**src/design/cxbc_pkg.sv**
```systemverilog
package cxbc_pkg;

  // Input item: one byte of the buffer and its end-of-buffer mark
  typedef struct packed {
    logic [7:0] data_in;
    logic       last_in;
  } in_item_t;

  // Result item: transformed byte and the copied end-of-buffer mark
  typedef struct packed {
    logic [7:0] data_out;
    logic       last_out;
  } out_item_t;

  // Configuration port geometry and register indexes
  localparam int unsigned CFG_IDX_W  = 2;
  localparam int unsigned CFG_DATA_W = 1;

  localparam logic [CFG_IDX_W-1:0] CFG_DIRECTION   = 2'd0;
  localparam logic [CFG_IDX_W-1:0] CFG_TRIPLE_XOR  = 2'd1;

  // Direction codes
  localparam logic DIR_DECRYPT = 1'b0;
  localparam logic DIR_ENCRYPT = 1'b1;

  // Chain constants
  localparam logic [7:0] KEY_INIT = 8'h5E;
  localparam logic [7:0] KEY_STEP = 8'h3D;

  // Sixteen-entry key table, indexed by position mod 16
  function automatic logic [7:0] key16(input logic [3:0] pos);
    logic [7:0] k;
    unique case (pos)
      4'd0:    k = 8'hd1;
      4'd1:    k = 8'h73;
      4'd2:    k = 8'h52;
      4'd3:    k = 8'hf6;
      4'd4:    k = 8'hd2;
      4'd5:    k = 8'h9a;
      4'd6:    k = 8'hcb;
      4'd7:    k = 8'h27;
      4'd8:    k = 8'h3e;
      4'd9:    k = 8'haf;
      4'd10:   k = 8'h59;
      4'd11:   k = 8'h31;
      4'd12:   k = 8'h37;
      4'd13:   k = 8'hb3;
      4'd14:   k = 8'he7;
      default: k = 8'ha2;
    endcase
    return k;
  endfunction

  // Three-entry key table, indexed by position mod 3
  function automatic logic [7:0] key3(input logic [1:0] pos);
    logic [7:0] k;
    unique case (pos)
      2'd1:    k = 8'hCF;
      2'd2:    k = 8'hAB;
      default: k = 8'hFC;
    endcase
    return k;
  endfunction

endpackage

```
**src/design/cxbc_stream_if.sv**
```systemverilog
interface cxbc_stream_if #(
  parameter type item_t = logic
);
  logic  valid;
  logic  ready;
  item_t payload;

  modport source (output valid, output payload, input ready);
  modport sink   (input valid, input payload, output ready);
endinterface

```
**src/design/chained_xor_byte_cipher.sv**
```systemverilog
// Channel   | Dir | Handshake     | Payload
// in_stream | in  | valid/ready   | data_in[7:0], last_in
// out_stream| out | valid/ready   | data_out[7:0], last_out
// cfg       | in  | cfg_we only   | cfg_idx[1:0], cfg_data[0]
//
// Throughput is one byte per cycle while the output is not stalled; each
// accepted byte passes the input register, then the result register. The
// running key update (ciphertext + 0x3D) is combinational in the compute
// stage. Synchronous active-low reset clears the chain state, both
// configuration bits and the valid flags.
// A stalled output holds its result; the input register still takes one item.
module chained_xor_byte_cipher (
  input  logic                             clk,
  input  logic                             rst_n,
  cxbc_stream_if.sink                      in_stream,
  cxbc_stream_if.source                    out_stream,
  input  logic                             cfg_we,
  input  logic [cxbc_pkg::CFG_IDX_W-1:0]   cfg_idx,
  input  logic [cxbc_pkg::CFG_DATA_W-1:0]  cfg_data
);
  import cxbc_pkg::*;

  logic       direction_r;
  logic       triple_r;

  in_item_t   in_item_r;
  logic       in_valid_r;
  out_item_t  out_item_r;
  out_item_t  out_item_nxt;
  logic       out_valid_r;

  logic [7:0] chain_key_r, chain_key_nxt;
  logic [3:0] pos16_r, pos16_nxt;
  logic [1:0] pos3_r, pos3_nxt;

  logic       advance;
  logic       in_fire;

  logic [7:0] k16, k3_mask;
  logic [7:0] enc_res, dec_res, cipher;

  // Move the held item forward when the result slot is free or draining
  assign advance          = in_valid_r && (!out_valid_r || out_stream.ready);
  assign in_stream.ready  = !in_valid_r || advance;
  assign in_fire          = in_stream.valid && in_stream.ready;
  assign out_stream.valid = out_valid_r;
  assign out_stream.payload = out_item_r;

  // Configuration writes
  always_ff @(posedge clk) begin
    if (!rst_n) begin
      direction_r <= DIR_DECRYPT;
      triple_r    <= 1'b0;
    end else if (cfg_we) begin
      unique case (cfg_idx)
        CFG_DIRECTION:  direction_r <= cfg_data[0];
        CFG_TRIPLE_XOR: triple_r    <= cfg_data[0];
        default: ;
      endcase
    end
  end

  // Transform the held byte with the current chain state
  always_comb begin
    k16     = key16(pos16_r);
    k3_mask = triple_r ? key3(pos3_r) : 8'h00;
    enc_res = ((in_item_r.data_in ^ k3_mask) + chain_key_r) ^ k16;
    dec_res = ((in_item_r.data_in ^ k16) - chain_key_r) ^ k3_mask;
    cipher  = (direction_r == DIR_ENCRYPT) ? enc_res : in_item_r.data_in;

    out_item_nxt.data_out = (direction_r == DIR_ENCRYPT) ? enc_res : dec_res;
    out_item_nxt.last_out = in_item_r.last_in;

    if (in_item_r.last_in) begin
      chain_key_nxt = KEY_INIT;
      pos16_nxt     = 4'd0;
      pos3_nxt      = 2'd0;
    end else begin
      chain_key_nxt = cipher + KEY_STEP;
      pos16_nxt     = pos16_r + 4'd1;
      pos3_nxt      = (pos3_r >= 2'd2) ? 2'd0 : pos3_r + 2'd1;
    end
  end

  // Input register
  always_ff @(posedge clk) begin
    if (!rst_n) begin
      in_valid_r <= 1'b0;
    end else if (in_fire) begin
      in_valid_r <= 1'b1;
    end else if (advance) begin
      in_valid_r <= 1'b0;
    end
  end

  always_ff @(posedge clk) begin
    if (in_fire) begin
      in_item_r <= in_stream.payload;
    end
  end

  // Chain state advances with each item that reaches the result register
  always_ff @(posedge clk) begin
    if (!rst_n) begin
      chain_key_r <= KEY_INIT;
      pos16_r     <= 4'd0;
      pos3_r      <= 2'd0;
    end else if (advance) begin
      chain_key_r <= chain_key_nxt;
      pos16_r     <= pos16_nxt;
      pos3_r      <= pos3_nxt;
    end
  end

  // Result register
  always_ff @(posedge clk) begin
    if (!rst_n) begin
      out_valid_r <= 1'b0;
    end else if (advance) begin
      out_valid_r <= 1'b1;
    end else if (out_stream.ready) begin
      out_valid_r <= 1'b0;
    end
  end

  always_ff @(posedge clk) begin
    if (advance) begin
      out_item_r <= out_item_nxt;
    end
  end

  // Chain returns to its start after a byte marked last
  a_last_clears: assert property (@(posedge clk) disable iff (!rst_n)
    (advance && in_item_r.last_in) |=>
      (chain_key_r == KEY_INIT && pos16_r == 4'd0 && pos3_r == 2'd0))
    else $error("chain state not cleared after last byte");

  // Position mod 3 never reaches three
  a_pos3_range: assert property (@(posedge clk) disable iff (!rst_n)
    pos3_r != 2'd3)
    else $error("pos mod 3 out of range");

  // Both stages full and output stalled: no new item taken
  a_full_stall: assert property (@(posedge clk) disable iff (!rst_n)
    (in_valid_r && out_valid_r && !out_stream.ready) |-> !in_stream.ready)
    else $error("input accepted while pipeline full");

  // An advancing item shows up as a valid result next cycle
  a_advance_out: assert property (@(posedge clk) disable iff (!rst_n)
    advance |=> out_valid_r)
    else $error("advanced item missing at output");

  // Position mod 16 steps on a non-last item; only this counter is checked
  a_pos_step: assert property (@(posedge clk) disable iff (!rst_n)
    (advance && !in_item_r.last_in) |=> (pos16_r == $past(pos16_r) + 4'd1))
    else $error("position counter did not advance");

endmodule

```
**src/flat_wrapper.sv**
```systemverilog
// flat-port wrapper written by rule: the top's interface ports become plain ports
module chained_xor_byte_cipher_flat import cxbc_pkg::*;
  (clk, rst_n, cfg_we, cfg_idx, cfg_data, in_stream_valid, in_stream_payload, in_stream_ready, out_stream_valid, out_stream_payload, out_stream_ready);
  cxbc_stream_if #(.item_t(in_item_t)) in_stream_i ();
  cxbc_stream_if #(.item_t(out_item_t)) out_stream_i ();
  input  logic clk;
  input  logic rst_n;
  input  logic cfg_we;
  input  logic [cxbc_pkg::CFG_IDX_W-1:0] cfg_idx;
  input  logic [cxbc_pkg::CFG_DATA_W-1:0] cfg_data;
  input wire logic [$bits(in_stream_i.valid)-1:0] in_stream_valid;
  input wire logic [$bits(in_stream_i.payload)-1:0] in_stream_payload;
  output wire logic [$bits(in_stream_i.ready)-1:0] in_stream_ready;
  output wire logic [$bits(out_stream_i.valid)-1:0] out_stream_valid;
  output wire logic [$bits(out_stream_i.payload)-1:0] out_stream_payload;
  input wire logic [$bits(out_stream_i.ready)-1:0] out_stream_ready;
  assign in_stream_i.valid = in_stream_valid;
  assign in_stream_i.payload = in_stream_payload;
  assign in_stream_ready = in_stream_i.ready;
  assign out_stream_valid = out_stream_i.valid;
  assign out_stream_payload = out_stream_i.payload;
  assign out_stream_i.ready = out_stream_ready;
  chained_xor_byte_cipher u_core (.clk(clk), .rst_n(rst_n), .in_stream(in_stream_i), .out_stream(out_stream_i), .cfg_we(cfg_we), .cfg_idx(cfg_idx), .cfg_data(cfg_data));
endmodule
```
**config.mk**
```make
export PLATFORM = sky130hd
export DESIGN_NAME = chained_xor_byte_cipher_flat
export DESIGN_NICKNAME = d
export VERILOG_FILES = /design/src/design/cxbc_pkg.sv /design/src/design/cxbc_stream_if.sv /design/src/design/chained_xor_byte_cipher.sv /design/src/flat_wrapper.sv
export SDC_FILE = /design/constraint.sdc
export NUM_CORES = 1
export LEC_CHECK = 0
export BUFFER_PORTS_ARGS = -buffer_cell sky130_fd_sc_hd__clkbuf_2
export CAP_MARGIN = 25
export CORE_ASPECT_RATIO = 1.75
export CORE_MARGIN = 2
export CORE_UTILIZATION = 35
export DETAILED_ROUTE_END_ITERATION = 10
export PLACE_DENSITY_LB_ADDON = 0.15
export SETUP_SLACK_MARGIN = 0.02
export SKIP_LAST_GASP = 1
export SLEW_MARGIN = 25
export SYNTH_ARGS = -nofsm -noshare
export SYNTH_HDL_FRONTEND = slang
export SYNTH_SLANG_ARGS = --single-unit
export TNS_END_PERCENT = 1
```
**constraint.sdc**
```tcl
create_clock -name clk -period 4.9 [get_ports clk]
set_input_delay 0.735 -clock clk [delete_from_list [all_inputs] [get_ports clk]]
set_output_delay 0.735 -clock clk [all_outputs]
set_load 0.005 [all_outputs]
```
* After elaboration in Yosys (flattened, before gate mapping)
Memory sizes are Yosys's and may differ from the RTL's. A register that Yosys moved wholly into a read port is not among the register bits. Index checks and enable logic that the tools add are counted.
Operators by class: add/subtract/negate cells 5, order comparisons 1, eq/ne operators 3, multiplexer cells 14, bitwise operators 4, reductions and logical operators 11
Operators by type and width (count):
- 8-bit two-way mux | 4
- 8-bit XOR | 4
- 7-bit one-hot mux with 2 select lines | 1
- 4-bit two-way mux | 3
- 8-bit by 6-bit adder with 8-bit output, second input constant | 1
- 8-bit adder | 1
- 8-bit subtractor | 1
- 4-bit by 1-bit adder with 4-bit output, second input constant | 1
- 2-bit by 1-bit == test with 1-bit output, second input constant | 2
- 1-bit two-way mux | 4
- 2-bit two-way mux | 2
- 2-bit AND reduction | 2
- 2-bit nonzero test | 2
- 2-bit by 1-bit adder with 2-bit output, second input constant | 1
- 2-bit == test, second input constant | 1
- 2-bit >= comparator, second input constant | 1
- 1-bit logical AND | 2
- 1-bit zero test | 2
- 2-bit zero test | 1
- 1-bit logical OR | 2
Word-level totals: flip-flop bits (word level) 36, ROM bits 128, input port bits 17, output and inout port bits 11, word-level logic and storage cells 50, memories 1
Memory list:
- (name not given) | depth 16, bits a word 8, read ports 1, clocked after memory_dff 1, write ports 0, line cxbc_pkg.sv:33 | unique case (pos)

* Longest topological paths before layout
word-level depth 9, gate-level depth with buffers 15, mapped depth without buffers 15

* Least setup slack after synthesis
No wires, ideal clock.
kind reg-to-reg, start point register u_core.pos3_r[0], end point register u_core.chain_key_r[7], setup time 0.117 ns, data arrival time 2.848 ns, data required time 4.783 ns, path slack 1.935 ns, cell stages (with the launch flop) 15, buffers on the path 0, cells stage by stage dfxtp_1 -> inv_1 -> ha_1 -> nand2_1 -> xnor2_1 -> ha_1 -> inv_1 -> fa_1 -> nand2b_1 -> a211oi_1 -> mux2i_1 -> o211ai_2 -> a31oi_2 -> xnor2_1 -> o21ai_1
On the way: word-level cells in the longest chain between the ends 9, elaborated cells on any way between the ends 10, classes of those cells add/sub: 2; eq/ne: 2; mux: 4; bitwise: 2
RTL lines:
- from (decl) | line chained_xor_byte_cipher.sv:34 | logic [1:0] pos3_r, pos3_nxt;
- from (signal assigned) | line chained_xor_byte_cipher.sv:111 | pos3_r <= pos3_nxt;
- 2-bit == test or 2-bit by 1-bit == test with 1-bit output (tied branches) | line cxbc_pkg.sv:57 | unique case (pos)
- 7-bit one-hot mux with 2 select lines * | line cxbc_pkg.sv:57
- 8-bit two-way mux * | line chained_xor_byte_cipher.sv:66 | k3_mask = triple_r ? key3(pos3_r) : 8'h00;
- 8-bit XOR * | line chained_xor_byte_cipher.sv:67 | enc_res = ((in_item_r.data_in ^ k3_mask) + chain_key_r) ^ k16;
- 8-bit adder * | line chained_xor_byte_cipher.sv:67
- 8-bit XOR * | line chained_xor_byte_cipher.sv:67
- 8-bit two-way mux * | line chained_xor_byte_cipher.sv:69 | cipher = (direction_r == DIR_ENCRYPT) ? enc_res : in_item_r.data_in;
- 8-bit by 6-bit adder with 8-bit output * | line chained_xor_byte_cipher.sv:79 | chain_key_nxt = cipher + KEY_STEP;
- 8-bit two-way mux * | line chained_xor_byte_cipher.sv:74 | if (in_item_r.last_in) begin
- to (signal assigned) | line chained_xor_byte_cipher.sv:109 | chain_key_r <= chain_key_nxt;
- to (decl) | line chained_xor_byte_cipher.sv:32 | logic [7:0] chain_key_r, chain_key_nxt;
Mark *: on every way between the ends. The rest lies on a longest branch, timed or not. A chain may end at the register's enable or synchronous reset.

* Worst setup path in the final report
Same ends and word-level chain as after synthesis.

==> run summary <==
Relative to the synthesized area, the layout overhead comes to 13.0%. The share of synthesized flip-flops with an asynchronous set or reset works out to 0%. The initial utilization of the core area, before any placement, comes to 36.2%. Summed over all cells, the static leakage comes to 1.44 nW.

After the last flow step, the layout net total stands at 387. Arrival time of the worst setup path: 3.83 ns. The post-route netlist has 15.2% of its cells at a drive strength greater than 1.

The final critical-path required period is 3.64 ns, and the proportion of total power due to net switching is 28.2%. Detailed placement ended at an HPWL of 5510 um. The highest routed metal layer was met4. The H-tree was split into 2 levels. For the count of nets left with antenna violations after detail routing, the log shows 0. The relative max-transition margin was 35.3%; the routed length on met2 was 3880 um. Cell internal power was estimated by the tool at 0.730 mW. Summed over all nets, wire length on met3 after detailed routing comes to 195 um. The run gives 364 as the post-synthesis net count. Sum of routed wire segments on met1: 2620 um.

In this run the worst setup path begins at u_core.pos3_r[0]$_SDFFE_PN0P_. Port buffering added 27 buffers. The logs give 41.7% for the proportion of power drawn by flip-flops and latches and 0 for the number of antenna violations at the first check in global routing. The die covers 0.00940 sq mm. For the count of final max-slew check failures, the log shows 0. Of the total power, the clock network draws 36.2%. Global-route wire length before repair: 11200 um.

Multiplexer share of the synthesized area: 2.49%. The dominant synthesized flop cell is sky130_fd_sc_hd__dfxtp_1. Nature of the critical path startpoint: a flop.

The post-synthesis area per instance came out at 9.47 sq um. The detailed router's first-iteration violation count came out at 109. The flop and latch count out of synthesis was 44; the actual transition at the worst max-transition pin was 0.970 ns. The worst path required time came out at 5.08 ns. Counting the buffers created by CTS gives 5. Based on the critical path, the design can be clocked at up to 275 MHz. Yosys mapped a number of flops with a built-in enable equal to 18. The share of total power dissipated in combinational logic is 22.0%.

For the post-cts resize count, the log shows 0. The routed design has 6920 um of wire. The worst hold path begins at u_core.chain_key_r[7]$_SDFFE_PN0P_.

The tools report the routability-driven placement congestion ratio as 0.865. The critical path in this run is classified as reg -> reg. Setup violations remaining at the end of the flow were counted as 0. Between clock sinks in the finished design, the worst skew comes to 0.00634 ns. For the smallest setup slack after layout, the log shows 1.26 ns. Summing every instance area after synthesis gives 0.00301 sq mm.

The worst-case IR drop observed on VDD is 0.135 mV. The library cell used as clock root buffer was sky130_fd_sc_hd__clkbuf_16. After clock tree synthesis, the setup repair step added 0 buffers. The worst register-to-register path begins at u_core.pos3_r[0]$_SDFFE_PN0P_. The count of TritonRoute iterations in the first routing pass came out at 4. The share of the synthesized area in compound gates (AO/OA/AOI/OAI) was 15.8%; the count of clock tree sinks was 44. The synthesized netlist devotes 14.0% of its cell area to XOR and XNOR gates.

The worst hold-check path type was reg -> reg. Clock latency on the worst-skew pair, taken at its later pin, is 0.29 ns. After technology mapping, the gate count stands at 318. The worst setup path is captured at a flop. In this run the worst path has a maximum fanout of 4. 28 I/O pins were placed. In this run the deepest clock path goes through 2 buffers. The logs give 0 for the overall overflow remaining after global route and 44 for the number of rows in the core area. Dividing the detail-routed via count by the number of cells gives 4.86. The net switching power was 0.287 mW.

Setup repair after global routing left no endpoint under its margin. The number of hold-slack violations in the final timing report is 0, and the average detailed-routed wire length per instance is 15.1 um. The synthesized netlist devotes 15.3% of its cell area to simple gates.

The total of hold buffers inserted after clock tree synthesis is 0. Entering global routing, the biggest net connects 25 pins. TritonCTS built the clock tree.

Global router's overall resource usage: 16.1%. The number of synthesis warnings was 0; the number of diodes added for antenna fixing was 0. The tools report the overall via count from detail_route as 2219. For the via count of the first global-routing pass, the log shows 2256. Of the total synthesized cell area, the portion taken by full adders, half adders and majority gates is 12.5%.

Area inside the core boundary: 0.00831 sq mm. After synthesis, the largest family of logic cells by area is compound AO/OA/AOI/OAI gates. The height of the die is 127 um, and the sequential-to-total area share from yosys stat is 35.2%. The run finished with clean final reports. In the final timing run, aggregate negative setup slack is 0 ns. Width of the die: 74.1 um. The number of different library cells used by synthesis comes to 53.

The count of max-cap constraint violations is 0. The period utilization works out to 74.3%. The clock transition at the registers of the reported paths came out at 0.07 ns. The pre-CTS worst setup slack was 1.31 ns; the power per unit of standard cell area was 299 mW/mm^2.

For this run, design rule violations remaining after detail routing come to 0.
worst paths after layout:
kind / to / slack, ns / depth (start not counted)
worst max-delay path: u_core.chain_key_r[7]$_SDFFE_PN0P_ / 1.26 / 14
worst min-delay path: u_core.chain_key_r[7]$_SDFFE_PN0P_ / 0.48 / 2
worst max register to register: u_core.chain_key_r[7]$_SDFFE_PN0P_ / 1.26 / 14
worst min register to register: u_core.chain_key_r[7]$_SDFFE_PN0P_ / 0.48 / 2
cells in the final DEF (no fill, tap or decap), types with 16 or more instances in the layout:
cell type,n
sky130_fd_sc_hd__nand2_1,28
sky130_fd_sc_hd__dfxtp_1,26
sky130_fd_sc_hd__xnor2_1,32
sky130_fd_sc_hd__clkbuf_2,27
sky130_fd_sc_hd__edfxtp_1,18
sky130_fd_sc_hd__inv_1,22
sky130_fd_sc_hd__xor2_1,16
sky130_fd_sc_hd__nor2_1,22
sky130_fd_sc_hd__a21oi_1,18
sky130_fd_sc_hd__ha_1,27
area by class of cell:
type | instances | area, sq um
multi-input cells | 239 | 1810
flip-flops and latches | 44 | 1060
clock inverters | 2 | 12.5
repair buffers | 27 | 135
inverters | 24 | 90.1
clock buffers | 6 | 150
well taps | 115 | 144
fillers | 847 | 4910
cell usage after synthesis (2+ instances only):
cell type                  count  area share, %
sky130_fd_sc_hd__and2_1        7            1.5
sky130_fd_sc_hd__mux2i_1       5            1.7
sky130_fd_sc_hd__xor2_1       16            4.7
sky130_fd_sc_hd__nand2b_1      6            1.2
sky130_fd_sc_hd__nor3_1        2           0.33
sky130_fd_sc_hd__edfxtp_1     18             18
sky130_fd_sc_hd__a21o_1        3           0.75
sky130_fd_sc_hd__nor2b_1      10            2.1
sky130_fd_sc_hd__nand2_1      28            3.5
sky130_fd_sc_hd__and2b_1       2           0.50
sky130_fd_sc_hd__nor3b_1       3           0.75
sky130_fd_sc_hd__ha_1         27             11
sky130_fd_sc_hd__xnor2_1      32            9.3
sky130_fd_sc_hd__o211a_1       2           0.66
sky130_fd_sc_hd__a211oi_1      2           0.50
sky130_fd_sc_hd__o21ai_1       4           0.66
sky130_fd_sc_hd__a211oi_2      3            1.2
sky130_fd_sc_hd__o211ai_1      5            1.2
sky130_fd_sc_hd__fa_1          2            1.3
sky130_fd_sc_hd__inv_2         2           0.25
sky130_fd_sc_hd__a21oi_1      18            3.0
sky130_fd_sc_hd__buf_2         5           0.83
sky130_fd_sc_hd__a21boi_2      2           0.75
sky130_fd_sc_hd__buf_1         2           0.25
sky130_fd_sc_hd__inv_1        22            2.7
sky130_fd_sc_hd__nor2_1       22            2.7
sky130_fd_sc_hd__nand3_1       8            1.3
sky130_fd_sc_hd__o31ai_1       2           0.50
sky130_fd_sc_hd__dfxtp_1      26             17
sky130_fd_sc_hd__clkbuf_1      3           0.37
sky130_fd_sc_hd__o21ai_0       7            1.2
per-layer routing:
metal | track usage (%) | vias up
met5 | 0 | -
met4 | 7.81 | 0
met3 | 2.86 | 13
met2 | 29.8 | 45
met1 | 16.6 | 1040
li1 | - | 1121
power groups by stage:
| stage | sequential, mW | combinational [mW] | clock [mW] |
|---|---|---|---|
| finish | 0.424 | 0.224 | 0.368 |
| global route | 0.427 | 0.251 | 0.390 |
| CTS | 0.425 | 0.227 | 0.380 |
| detailed placement | 0.433 | 0.226 | 0 |
| global placement | 0.433 | 0.225 | 0 |
| floorplan | 0.427 | 0.178 | 0 |
logic make-up after synthesis:
kind of cell	count (synthesis)
muxes	7
xor gates and xnor gates	48
buffers and inverters	35
AOI/OAI and AO/OA	61
DFF	44
and+or+nand+nor	94
adders and majority gates	29
registers in the layout, summed over array words and instances, names as in the netlist:
name and count:
u_core.in_item_r 9, u_core.out_stream.payload 9, u_core.chain_key_r 8, u_core.k16 8
u_core.pos16_r 4, u_core.pos3_r 2, u_core.direction_r 1, u_core.in_valid_r 1
u_core.out_stream.valid 1, u_core.triple_r 1
worst max-delay path, stage by stage, from the launching register on:
cell	delay (ns)
sky130_fd_sc_hd__dfxtp_1	0.39
sky130_fd_sc_hd__inv_1	0.08
sky130_fd_sc_hd__ha_1	0.31
sky130_fd_sc_hd__nand2_1	0.16
sky130_fd_sc_hd__xnor2_1	0.22
sky130_fd_sc_hd__ha_1	0.24
sky130_fd_sc_hd__inv_1	0.07
sky130_fd_sc_hd__fa_1	0.41
sky130_fd_sc_hd__nand2b_1	0.25
sky130_fd_sc_hd__a211oi_1	0.38
sky130_fd_sc_hd__mux2i_1	0.37
sky130_fd_sc_hd__o211ai_2	0.20
sky130_fd_sc_hd__a31oi_2	0.23
sky130_fd_sc_hd__xnor2_1	0.15
sky130_fd_sc_hd__o21ai_1	0.07
through the flow:
step	cell area [sq um]	instances	power, mW	hold WS [ns]	util (%)
finish	3400	457	1.02	0.476	40.9
global route	3400	457	1.07	0.533	40.9
CTS	3400	457	1.03	0.480	40.9
detailed placement	3240	449	0.659	0.470	39.0
global placement	3240	449	0.659	0.462	39.0
floorplan	3010	318	0.604	0.449	-
Power figures use the tool's default switching activity.
